### src/sv/rau_pkg.sv
package rau_pkg;

   localparam int OPERAND_BITS_DEF = 16;
   localparam int QUEUE_DEPTH      = 2;

   localparam logic [3:0] OP_ADD = 4'd0;
   localparam logic [3:0] OP_SUB = 4'd1;
   localparam logic [3:0] OP_MUL = 4'd2;
   localparam logic [3:0] OP_DIV = 4'd3;
   localparam logic [3:0] OP_GT  = 4'd4;
   localparam logic [3:0] OP_LT  = 4'd5;
   localparam logic [3:0] OP_GE  = 4'd6;
   localparam logic [3:0] OP_LE  = 4'd7;
   localparam logic [3:0] OP_EQ  = 4'd8;
   localparam logic [3:0] OP_NE  = 4'd9;

   // Tells the back end what to do with a queued item.
   typedef struct packed {
      logic reduce;
      logic cmp;
      logic dz;
   } rau_flags_type;

endpackage

### src/sv/rational_arith_unit.sv
// Channel    Ports                              Beat
// request    req_valid / req_stall, req_*       op code and two fractions
// response   rsp_valid / rsp_stall, rsp_*       reduced fraction and flags
//
// The front end takes a beat, forms the three cross products on one shared
// multiplier and queues the classified item before it takes the next beat.
// The back end sets the rate: a binary GCD of up to 4*OPERAND_BITS steps,
// then 2*OPERAND_BITS steps of restoring division; items that need no
// reduction skip both and go straight to the output.
// Reset is synchronous and clears the control state only.
// A stalled response holds its beat while the front end keeps taking beats
// until the queue between the two ends is full.
module rational_arith_unit #(
   parameter int OPERAND_BITS = rau_pkg::OPERAND_BITS_DEF
) (
   input  logic                            clock,
   input  logic                            reset,
   input  logic                            req_valid,
   output logic                            req_stall,
   input  logic [3:0]                      req_type,
   input  logic signed [OPERAND_BITS-1:0]  req_left_num,
   input  logic [OPERAND_BITS-2:0]         req_left_den,
   input  logic signed [OPERAND_BITS-1:0]  req_right_num,
   input  logic [OPERAND_BITS-2:0]         req_right_den,
   output logic                            rsp_valid,
   input  logic                            rsp_stall,
   output logic signed [2*OPERAND_BITS:0]  rsp_result_num,
   output logic [2*OPERAND_BITS-2:0]       rsp_result_den,
   output logic                            rsp_compare_true,
   output logic                            rsp_divide_by_zero
);
   import rau_pkg::*;

   localparam int NB = 2 * OPERAND_BITS + 1;
   localparam int DB = 2 * OPERAND_BITS - 1;
   localparam int FB = $bits(rau_flags_type);
   localparam int QB = FB + NB + DB;

   logic                 push_valid, queue_full, pop, pop_valid;
   logic signed [NB-1:0] f_num, b_num;
   logic [DB-1:0]        f_den, b_den;
   rau_flags_type        f_flags, b_flags;
   logic [QB-1:0]        push_data, pop_data;

   rau_front #(.OPERAND_BITS(OPERAND_BITS)) u_front (
      .clock         (clock),
      .reset         (reset),
      .req_valid     (req_valid),
      .req_stall     (req_stall),
      .req_type      (req_type),
      .req_left_num  (req_left_num),
      .req_left_den  (req_left_den),
      .req_right_num (req_right_num),
      .req_right_den (req_right_den),
      .push_valid    (push_valid),
      .queue_full    (queue_full),
      .item_num      (f_num),
      .item_den      (f_den),
      .item_flags    (f_flags)
   );

   assign push_data = {f_flags, f_num, f_den};

   rau_queue #(.DATA_BITS(QB), .DEPTH(QUEUE_DEPTH)) u_queue (
      .clock     (clock),
      .reset     (reset),
      .push      (push_valid),
      .push_data (push_data),
      .full      (queue_full),
      .pop       (pop),
      .pop_valid (pop_valid),
      .pop_data  (pop_data)
   );

   assign b_flags = pop_data[QB-1 -: FB];
   assign b_num   = pop_data[DB +: NB];
   assign b_den   = pop_data[DB-1:0];

   rau_back #(.OPERAND_BITS(OPERAND_BITS)) u_back (
      .clock              (clock),
      .reset              (reset),
      .item_valid         (pop_valid),
      .item_pop           (pop),
      .item_num           (b_num),
      .item_den           (b_den),
      .item_flags         (b_flags),
      .rsp_valid          (rsp_valid),
      .rsp_stall          (rsp_stall),
      .rsp_result_num     (rsp_result_num),
      .rsp_result_den     (rsp_result_den),
      .rsp_compare_true   (rsp_compare_true),
      .rsp_divide_by_zero (rsp_divide_by_zero)
   );

endmodule

### src/sv/rau_front.sv
module rau_front #(
   parameter int OPERAND_BITS = rau_pkg::OPERAND_BITS_DEF
) (
   input  logic                            clock,
   input  logic                            reset,
   input  logic                            req_valid,
   output logic                            req_stall,
   input  logic [3:0]                      req_type,
   input  logic signed [OPERAND_BITS-1:0]  req_left_num,
   input  logic [OPERAND_BITS-2:0]         req_left_den,
   input  logic signed [OPERAND_BITS-1:0]  req_right_num,
   input  logic [OPERAND_BITS-2:0]         req_right_den,
   output logic                            push_valid,
   input  logic                            queue_full,
   output logic signed [2*OPERAND_BITS:0]  item_num,
   output logic [2*OPERAND_BITS-2:0]       item_den,
   output rau_pkg::rau_flags_type          item_flags
);
   import rau_pkg::*;

   localparam int W  = OPERAND_BITS;
   localparam int PB = 2 * W;
   localparam int NB = PB + 1;
   localparam int DB = PB - 1;

   localparam logic [2:0] F_IDLE = 3'd0;
   localparam logic [2:0] F_P0   = 3'd1;
   localparam logic [2:0] F_P1   = 3'd2;
   localparam logic [2:0] F_P2   = 3'd3;
   localparam logic [2:0] F_FORM = 3'd4;
   localparam logic [2:0] F_PUSH = 3'd5;

   logic [2:0]           fstate_ff, fstate_in;
   logic [3:0]           op_ff;
   logic signed [W-1:0]  ln_ff, rn_ff;
   logic [W-2:0]         ld_ff, rd_ff;
   logic signed [PB-1:0] p0_ff, p1_ff, p2_ff;
   logic signed [NB-1:0] num_ff, num_in;
   logic [DB-1:0]        den_ff, den_in;
   rau_flags_type        flags_ff, flags_in;

   logic                 take;
   logic signed [W-1:0]  ld_s, rd_s, mul_a, mul_b;
   logic signed [PB-1:0] prod, p1_neg;
   logic signed [NB-1:0] p0x, p1x;

   assign take      = (fstate_ff == F_IDLE) && req_valid;
   assign req_stall = (fstate_ff != F_IDLE);
   assign ld_s      = {1'b0, ld_ff};
   assign rd_s      = {1'b0, rd_ff};

   // One multiplier serves the three products, one per cycle.
   always_comb begin
      mul_a = ln_ff;
      mul_b = rd_s;
      case (fstate_ff)
         F_P0: begin
            mul_a = ln_ff;
            mul_b = (op_ff == OP_MUL) ? rn_ff : rd_s;
         end
         F_P1: begin
            mul_a = rn_ff;
            mul_b = ld_s;
         end
         F_P2: begin
            mul_a = ld_s;
            mul_b = rd_s;
         end
         default: begin
            mul_a = ln_ff;
            mul_b = rd_s;
         end
      endcase
   end

   assign prod   = mul_a * mul_b;
   assign p0x    = {p0_ff[PB-1], p0_ff};
   assign p1x    = {p1_ff[PB-1], p1_ff};
   assign p1_neg = -p1_ff;

   always_comb begin
      num_in   = '0;
      den_in   = DB'(1);
      flags_in = '0;
      case (op_ff)
         OP_ADD: begin
            num_in          = p0x + p1x;
            den_in          = p2_ff[DB-1:0];
            flags_in.reduce = 1'b1;
         end
         OP_SUB: begin
            num_in          = p0x - p1x;
            den_in          = p2_ff[DB-1:0];
            flags_in.reduce = 1'b1;
         end
         OP_MUL: begin
            num_in          = p0x;
            den_in          = p2_ff[DB-1:0];
            flags_in.reduce = 1'b1;
         end
         OP_DIV: begin
            if (rn_ff == '0) begin
               flags_in.dz = 1'b1;
            end else if (p1_ff[PB-1]) begin
               // A negative divisor hands its sign to the numerator.
               num_in          = -p0x;
               den_in          = p1_neg[DB-1:0];
               flags_in.reduce = 1'b1;
            end else begin
               num_in          = p0x;
               den_in          = p1_ff[DB-1:0];
               flags_in.reduce = 1'b1;
            end
         end
         OP_GT: flags_in.cmp = (p0_ff > p1_ff);
         OP_LT: flags_in.cmp = (p0_ff < p1_ff);
         OP_GE: flags_in.cmp = (p0_ff >= p1_ff);
         OP_LE: flags_in.cmp = (p0_ff <= p1_ff);
         OP_EQ: flags_in.cmp = (p0_ff == p1_ff);
         OP_NE: flags_in.cmp = (p0_ff != p1_ff);
         default: begin
            num_in   = '0;
            den_in   = DB'(1);
            flags_in = '0;
         end
      endcase
   end

   always_comb begin
      fstate_in = fstate_ff;
      case (fstate_ff)
         F_IDLE:  if (req_valid) fstate_in = F_P0;
         F_P0:    fstate_in = F_P1;
         F_P1:    fstate_in = F_P2;
         F_P2:    fstate_in = F_FORM;
         F_FORM:  fstate_in = F_PUSH;
         F_PUSH:  if (!queue_full) fstate_in = F_IDLE;
         default: fstate_in = F_IDLE;
      endcase
   end

   always_ff @(posedge clock) begin
      if (reset) begin
         fstate_ff <= F_IDLE;
      end else begin
         fstate_ff <= fstate_in;
      end
   end

   always_ff @(posedge clock) begin
      if (take) begin
         op_ff <= req_type;
         ln_ff <= req_left_num;
         rn_ff <= req_right_num;
         // A zero denominator counts as one.
         ld_ff <= (req_left_den == '0) ? (W-1)'(1) : req_left_den;
         rd_ff <= (req_right_den == '0) ? (W-1)'(1) : req_right_den;
      end
      if (fstate_ff == F_P0) p0_ff <= prod;
      if (fstate_ff == F_P1) p1_ff <= prod;
      if (fstate_ff == F_P2) p2_ff <= prod;
      if (fstate_ff == F_FORM) begin
         num_ff   <= num_in;
         den_ff   <= den_in;
         flags_ff <= flags_in;
      end
   end

   assign push_valid = (fstate_ff == F_PUSH);
   assign item_num   = num_ff;
   assign item_den   = den_ff;
   assign item_flags = flags_ff;

endmodule

### src/sv/rau_queue.sv
module rau_queue #(
   parameter int DATA_BITS = 8,
   parameter int DEPTH     = rau_pkg::QUEUE_DEPTH
) (
   input  logic                 clock,
   input  logic                 reset,
   input  logic                 push,
   input  logic [DATA_BITS-1:0] push_data,
   output logic                 full,
   input  logic                 pop,
   output logic                 pop_valid,
   output logic [DATA_BITS-1:0] pop_data
);
   import rau_pkg::*;

   localparam int PW = (DEPTH > 1) ? $clog2(DEPTH) : 1;
   localparam int CW = $clog2(DEPTH + 1);

   logic [DATA_BITS-1:0] slot_ff [DEPTH];
   logic [PW-1:0]        wr_ptr_ff, wr_ptr_in, rd_ptr_ff, rd_ptr_in;
   logic [CW-1:0]        count_ff, count_in;
   logic                 do_push, do_pop;

   assign full      = (count_ff == CW'(DEPTH));
   assign pop_valid = (count_ff != '0);
   assign do_push   = push && !full;
   assign do_pop    = pop && pop_valid;
   assign pop_data  = slot_ff[rd_ptr_ff];

   always_comb begin
      wr_ptr_in = wr_ptr_ff;
      rd_ptr_in = rd_ptr_ff;
      count_in  = count_ff;
      if (do_push) begin
         wr_ptr_in = (wr_ptr_ff == PW'(DEPTH - 1)) ? '0 : wr_ptr_ff + 1'b1;
      end
      if (do_pop) begin
         rd_ptr_in = (rd_ptr_ff == PW'(DEPTH - 1)) ? '0 : rd_ptr_ff + 1'b1;
      end
      if (do_push && !do_pop) begin
         count_in = count_ff + 1'b1;
      end else if (do_pop && !do_push) begin
         count_in = count_ff - 1'b1;
      end
   end

   always_ff @(posedge clock) begin
      if (reset) begin
         wr_ptr_ff <= '0;
         rd_ptr_ff <= '0;
         count_ff  <= '0;
      end else begin
         wr_ptr_ff <= wr_ptr_in;
         rd_ptr_ff <= rd_ptr_in;
         count_ff  <= count_in;
      end
   end

   always_ff @(posedge clock) begin
      if (do_push) slot_ff[wr_ptr_ff] <= push_data;
   end

endmodule

### src/sv/rau_back.sv
module rau_back #(
   parameter int OPERAND_BITS = rau_pkg::OPERAND_BITS_DEF
) (
   input  logic                            clock,
   input  logic                            reset,
   input  logic                            item_valid,
   output logic                            item_pop,
   input  logic signed [2*OPERAND_BITS:0]  item_num,
   input  logic [2*OPERAND_BITS-2:0]       item_den,
   input  rau_pkg::rau_flags_type          item_flags,
   output logic                            rsp_valid,
   input  logic                            rsp_stall,
   output logic signed [2*OPERAND_BITS:0]  rsp_result_num,
   output logic [2*OPERAND_BITS-2:0]       rsp_result_den,
   output logic                            rsp_compare_true,
   output logic                            rsp_divide_by_zero
);
   import rau_pkg::*;

   localparam int PB = 2 * OPERAND_BITS;
   localparam int NB = PB + 1;
   localparam int DB = PB - 1;
   localparam int KB = $clog2(PB);

   localparam logic [1:0] B_IDLE = 2'd0;
   localparam logic [1:0] B_GCD  = 2'd1;
   localparam logic [1:0] B_DIV  = 2'd2;
   localparam logic [1:0] B_DONE = 2'd3;

   logic [1:0]           bstate_ff, bstate_in;
   logic [PB-1:0]        ga_ff, ga_in, gb_ff, gb_in;
   logic [PB-1:0]        g_ff, g_in;
   logic [PB-1:0]        mag_ff, mag_in;
   logic [DB-1:0]        den_ff, den_in;
   logic [PB-1:0]        rem_n_ff, rem_n_in, rem_d_ff, rem_d_in;
   logic [KB-1:0]        k_ff, k_in, cnt_ff, cnt_in;
   logic                 neg_ff, neg_in, cmp_ff, cmp_in, dz_ff, dz_in;
   logic                 rsp_valid_ff, rsp_valid_in;
   logic signed [NB-1:0] rsp_num_ff, rsp_num_in;
   logic [DB-1:0]        rsp_den_ff;
   logic                 rsp_cmp_ff, rsp_dz_ff;

   logic signed [NB-1:0] num_abs, mag_ext;
   logic [PB-1:0]        diff_ab, diff_ba;
   logic [PB:0]          tr_n, tr_d, g_ext;
   logic                 fit_n, fit_d, load_out;

   assign num_abs = item_num[NB-1] ? -item_num : item_num;
   assign diff_ab = ga_ff - gb_ff;
   assign diff_ba = gb_ff - ga_ff;

   // Restoring division of both terms by the common divisor, one bit a cycle.
   assign g_ext = {1'b0, g_ff};
   assign tr_n  = {rem_n_ff, ga_ff[PB-1]};
   assign tr_d  = {rem_d_ff, gb_ff[PB-1]};
   assign fit_n = (tr_n >= g_ext);
   assign fit_d = (tr_d >= g_ext);

   assign load_out = (bstate_ff == B_DONE) && (!rsp_valid_ff || !rsp_stall);
   assign mag_ext  = {1'b0, ga_ff};
   assign rsp_num_in = neg_ff ? -mag_ext : mag_ext;
   assign item_pop = (bstate_ff == B_IDLE) && item_valid;

   always_comb begin
      bstate_in = bstate_ff;
      ga_in     = ga_ff;
      gb_in     = gb_ff;
      g_in      = g_ff;
      mag_in    = mag_ff;
      den_in    = den_ff;
      rem_n_in  = rem_n_ff;
      rem_d_in  = rem_d_ff;
      k_in      = k_ff;
      cnt_in    = cnt_ff;
      neg_in    = neg_ff;
      cmp_in    = cmp_ff;
      dz_in     = dz_ff;
      case (bstate_ff)
         B_IDLE: begin
            if (item_valid) begin
               cmp_in = item_flags.cmp;
               dz_in  = item_flags.dz;
               if (!item_flags.reduce || item_num == '0) begin
                  // Nothing to reduce: the result is 0/1 with the flags.
                  ga_in     = '0;
                  gb_in     = PB'(1);
                  neg_in    = 1'b0;
                  bstate_in = B_DONE;
               end else begin
                  ga_in     = num_abs[PB-1:0];
                  gb_in     = {1'b0, item_den};
                  mag_in    = num_abs[PB-1:0];
                  den_in    = item_den;
                  neg_in    = item_num[NB-1];
                  k_in      = '0;
                  bstate_in = B_GCD;
               end
            end
         end
         B_GCD: begin
            // Binary GCD: one halving or subtract-and-halve a cycle.
            if (ga_ff == gb_ff) begin
               g_in      = ga_ff << k_ff;
               ga_in     = mag_ff;
               gb_in     = {1'b0, den_ff};
               rem_n_in  = '0;
               rem_d_in  = '0;
               cnt_in    = '0;
               bstate_in = B_DIV;
            end else if (!ga_ff[0] && !gb_ff[0]) begin
               ga_in = ga_ff >> 1;
               gb_in = gb_ff >> 1;
               k_in  = k_ff + 1'b1;
            end else if (!ga_ff[0]) begin
               ga_in = ga_ff >> 1;
            end else if (!gb_ff[0]) begin
               gb_in = gb_ff >> 1;
            end else if (ga_ff > gb_ff) begin
               ga_in = diff_ab >> 1;
            end else begin
               gb_in = diff_ba >> 1;
            end
         end
         B_DIV: begin
            rem_n_in = fit_n ? PB'(tr_n - g_ext) : tr_n[PB-1:0];
            rem_d_in = fit_d ? PB'(tr_d - g_ext) : tr_d[PB-1:0];
            ga_in    = {ga_ff[PB-2:0], fit_n};
            gb_in    = {gb_ff[PB-2:0], fit_d};
            cnt_in   = cnt_ff + 1'b1;
            if (cnt_ff == KB'(PB - 1)) bstate_in = B_DONE;
         end
         B_DONE: begin
            if (load_out) bstate_in = B_IDLE;
         end
         default: bstate_in = B_IDLE;
      endcase
   end

   always_comb begin
      rsp_valid_in = rsp_valid_ff;
      if (rsp_valid_ff && !rsp_stall) rsp_valid_in = 1'b0;
      if (load_out) rsp_valid_in = 1'b1;
   end

   always_ff @(posedge clock) begin
      if (reset) begin
         bstate_ff    <= B_IDLE;
         rsp_valid_ff <= 1'b0;
      end else begin
         bstate_ff    <= bstate_in;
         rsp_valid_ff <= rsp_valid_in;
      end
   end

   always_ff @(posedge clock) begin
      ga_ff    <= ga_in;
      gb_ff    <= gb_in;
      g_ff     <= g_in;
      mag_ff   <= mag_in;
      den_ff   <= den_in;
      rem_n_ff <= rem_n_in;
      rem_d_ff <= rem_d_in;
      k_ff     <= k_in;
      cnt_ff   <= cnt_in;
      neg_ff   <= neg_in;
      cmp_ff   <= cmp_in;
      dz_ff    <= dz_in;
      if (load_out) begin
         rsp_num_ff <= rsp_num_in;
         rsp_den_ff <= gb_ff[DB-1:0];
         rsp_cmp_ff <= cmp_ff;
         rsp_dz_ff  <= dz_ff;
      end
   end

   assign rsp_valid          = rsp_valid_ff;
   assign rsp_result_num     = rsp_num_ff;
   assign rsp_result_den     = rsp_den_ff;
   assign rsp_compare_true   = rsp_cmp_ff;
   assign rsp_divide_by_zero = rsp_dz_ff;

endmodule

### config.mk
export PLATFORM = sky130hd
export DESIGN_NAME = rational_arith_unit
export DESIGN_NICKNAME = d
export VERILOG_FILES = /design/src/sv/rau_pkg.sv /design/src/sv/rational_arith_unit.sv /design/src/sv/rau_front.sv /design/src/sv/rau_queue.sv /design/src/sv/rau_back.sv
export SDC_FILE = /design/constraint.sdc
export NUM_CORES = 2
export LEC_CHECK = 0
export ABC_CLOCK_PERIOD_IN_PS = 12400
export BUFFER_PORTS_ARGS = -buffer_cell sky130_fd_sc_hd__buf_2
export CAP_MARGIN = 20
export CORE_ASPECT_RATIO = 0.6
export CORE_MARGIN = 4
export CORE_UTILIZATION = 55
export DETAILED_ROUTE_END_ITERATION = 8
export PLACE_DENSITY = 0.77
export SLEW_MARGIN = 20
export SYNTH_ARGS = -nofsm -noshare
export SYNTH_HDL_FRONTEND = slang
export SYNTH_SLANG_ARGS = --single-unit
### constraint.sdc
create_clock -name clock -period 12.4 [get_ports clock]
set_clock_uncertainty 0.1 [all_clocks]
set_input_delay 1.24 -clock clock [delete_from_list [all_inputs] [get_ports clock]]
set_output_delay 1.24 -clock clock [all_outputs]
set_load 0.03 [all_outputs]
==> impl_metrics.py <==
metrics = {
    "drt": {
        "wl_um": 179000,
        "drtAntennaViolNets": 0,
        "wl_per_cell_um": 27.8,
        "wl_met3_um": 33400,
        "post_drt_via_cell_ratio": 6.56,
        "first_iter_violations": 6621,
        "num_vias": 42300,
        "firstDrtPassIters": 7,
        "drcViolationCount": 0,
        "drt-met1-wl_um": 79600,
        "top_layer_used": "met5",
        "route.met2.wl_um": 61600,
    },
    "critical_path": {
        "r2r_start": "u_front.fstate_ff[0]$_SDFFE_PP0P_",
        "required_ns": 12.71,
        "critPathMaxStageDelay_ns": 1.00,
        "start_kind": "flip-flop",
        "path_class": "reg2reg",
        "cp_slowest_cell": "a221oi_1",
        "end_kind": "flip-flop",
        "reg2reg_to": "u_front.p0_ff[29]$_DFFE_PP_",
        "critPathMaxFanout": 34,
        "ff2ff_setup_slack_ns": 2.57,
        "cp_data_arrival_time_ns": 10.14,
        "rr_worst_depth": 29,
    },
    "cts": {
        "postCtsHoldBufs": 0,
        "cts_tree": "yes",
        "postCtsSetupBuffers": 0,
        "htreeDepth": 3,
        "worstSkewPairLatency_ns": 0.69,
        "clock-root-buffer": "clkbuf_16",
        "cts_buffer_depth": 3,
        "cts_resized": 0,
        "cts.clk_slew.worst_paths_ns": 0.06,
        "numCtsBuffers": 69,
        "clock_sinks": 675,
    },
    "logic_synthesis": {
        "synth_area_per_cell_um2": 9.92,
        "synth_ff_type": "edfxtp_1",
        "synth_edf_count": 664,
        "postSynthCellCount": 5143,
        "yosys_warnings": 0,
        "ys_seq_area_share_pct": 39.5,
        "ys_ff_latch": 675,
        "synth_cell_types": 93,
        "synth_fp_nets": 5768,
        "async_flop_share_pct": 0,
        "synth_area_um2": 51000,
    },
    "sta": {
        "tightest_slew_ns": 1.30,
        "fin_crit_ns": 9.83,
        "slew_viol_final": 0,
        "hold_viol": 0,
        "layout_worst_path_cycle_share_pct": 79.3,
        "rsz0062_at_grt": "no",
        "clock.fmax_ghz": 0.102,
        "slew_headroom_pct": 12.7,
        "tns_ns": 0,
        "finalSetupViolations": 0,
    },
    "min_path": {
        "hp-class": "reg2reg",
        "hold_path_depth": 0,
        "holdPathEnd": "u_queue.slot_ff[0][36]$_DFFE_PP_",
        "hp-start": "u_front.item_num[5]$_SDFFCE_PN0P_",
    },
    "finish": {
        "stdcell_count": 6436,
        "final_nets": 5775,
        "fin_area_um2": 55100,
        "drive_gt1_share_pct": 8.71,
        "area_growth_pct": 8.03,
    },
    "place": {
        "portBuffers": 137,
        "place_inst": 6310,
        "hpwl_um": 138000,
        "placed_area_um2": 52900,
        "finalWeightedCongestion": 1.05,
    },
    "run_status": {
        "status": "finished clean",
    },
    "global_route": {
        "grt_pass1_wl_um": 261000,
        "grt_remaining_overflow": 0,
        "track_usage_pct": 35.9,
        "antenna_found_initial": 8,
        "grt_start_max_net_pins": 82,
        "grt_pass1_vias": 38800,
    },
    "floorplan": {
        "start_util_pct": 55.5,
        "die_area_um2": 97800,
        "num_rows": 86,
        "fp.coreArea_um2": 91900,
        "num_io_pins": 138,
        "die_h_um": 244,
        "die_x_um": 401,
    },
    "job": {
        "maxCapViolCount": 0,
    },
}
## worst max-delay path by stage
stage / from / end / slack, ns / cells past startpoint
after floorplan: u_front.fstate_ff[1]$_SDFFE_PP0P_ / u_front.p0_ff[28]$_DFFE_PP_ / 2.46 / 29
after global placement: u_front.fstate_ff[0]$_SDFFE_PP0P_ / u_front.p0_ff[28]$_DFFE_PP_ / 2.73 / 30
after detailed placement: u_front.fstate_ff[0]$_SDFFE_PP0P_ / u_front.p0_ff[29]$_DFFE_PP_ / 2.87 / 29
after CTS: u_front.fstate_ff[0]$_SDFFE_PP0P_ / u_front.p0_ff[31]$_DFFE_PP_ / 2.84 / 29
after global routing: u_front.fstate_ff[0]$_SDFFE_PP0P_ / u_front.p0_ff[31]$_DFFE_PP_ / 2.19 / 29
final: u_front.fstate_ff[0]$_SDFFE_PP0P_ / u_front.p0_ff[29]$_DFFE_PP_ / 2.57 / 29
## Yosys cell counts, drive strengths merged (48+ instances only)
library cell    n  area [µm²]
o21ai         313        1570
o211ai         48         360
xor2           51         447
ha            287        3590
mux2i         112        1120
xnor2         197        1730
inv           501        1880
o21a           52         390
a21oi         329        1650
a21o           68         510
nor3           84         425
nor2b          66         413
fa            268        5370
nor2          486        1830
buf            49         210
nand3          72         360
clkbuf        226         850
nand2         464        1740
edfxtp        664       19900
## logic make-up (layout without fill, tap and decap cells)
logic type      after synthesis  after routing  share of synthesized area, %
compound gates             1268           1268                          16.2
xor+xnor                    248            248                          4.26
fa+ha+maj                   555            555                          17.6
buf+inv                     777            835                          5.77
flops                       675            675                          39.5
mux                         163            163                          3.54
other cells                   0              3                             0
simple gates               1457           1457                          13.1
## flip-flops by register name (all words and copies together) (netlist names), 5 cells and up, named ones only
| register | cells |
|---|---|
| u_back.cnt_ff | 5 |
| u_back.den_ff | 31 |
| u_back.g_ff | 32 |
| u_back.ga_ff | 32 |
| u_back.gb_ff | 32 |
| u_back.k_ff | 5 |
| u_back.mag_ff | 32 |
| u_back.rem_d_ff | 32 |
| u_back.rem_n_ff | 32 |
| u_back.rsp_result_den | 31 |
| u_back.rsp_result_num | 33 |
| u_front.item_den | 31 |
| u_front.item_num | 33 |
| u_front.ld_ff | 15 |
| u_front.ln_ff | 16 |
| u_front.p0_ff | 32 |
| u_front.p1_ff | 32 |
| u_front.p2_ff | 31 |
| u_front.rd_ff | 15 |
| u_front.rn_ff | 16 |
| u_queue.slot_ff | 134 |
## final cells by class
| class | instances | area (µm²) |
|---|---|---|
| flip-flops and latches | 675 | 20200 |
| multi-input cells | 3691 | 28100 |
| inverters | 502 | 1880 |
| well taps | 1232 | 1540 |
| clock inverters | 41 | 388 |
| repair buffers | 211 | 1240 |
| clock buffers | 81 | 1790 |
| diodes | 3 | 7.51 |
| fillers | 7725 | 36800 |
## per-stage QoR
stage	worst slack [ns]	hold slack, ns	utilization (%)
final	2.57	0.323	60.0
after global routing	2.19	0.351	60.0
after CTS	2.84	0.320	59.9
after detailed placement	2.87	0.313	57.5
after global placement	2.73	0.321	57.5
after floorplan	2.46	0.300	-
## routing by layer
layer	vias up	GRT usage, %
li1	18300	-
met1	20600	57.5
met2	3086	41.0
met3	268	18.5
met4	2	7.74
met5	-	0
## critical path: cells and delay by family (launching register included)
family	cells	cell delay, ns
DFF	1	0.31
and+or+nand+nor	4	0.67
buffers and inverters	9	1.86
xor gates and xnor gates	1	0.16
adders and majority gates	7	2.95
AOI/OAI and AO/OA	8	3.48
## cell usage in the layout (no fill, tap or decap), drive strengths merged, types with 52 or more instances in the layout
| cell | Yosys | routed |
|---|---|---|
| edfxtp | 664 | 664 |
| inv | 501 | 504 |
| nor2 | 486 | 486 |
| nand2 | 464 | 464 |
| a21oi | 329 | 329 |
| o21ai | 313 | 313 |
| ha | 287 | 287 |
| fa | 268 | 268 |
| buf | 49 | 211 |
| xnor2 | 197 | 197 |
| mux2i | 112 | 112 |
| nor3 | 84 | 84 |
| clkbuf | 226 | 81 |
| nand3 | 72 | 72 |
| a21o | 68 | 68 |
| nor2b | 66 | 66 |
| o21a | 52 | 52 |
Power is not shown: default switching activity piles up to over one toggle a cycle in this logic, so the estimate is an artifact.
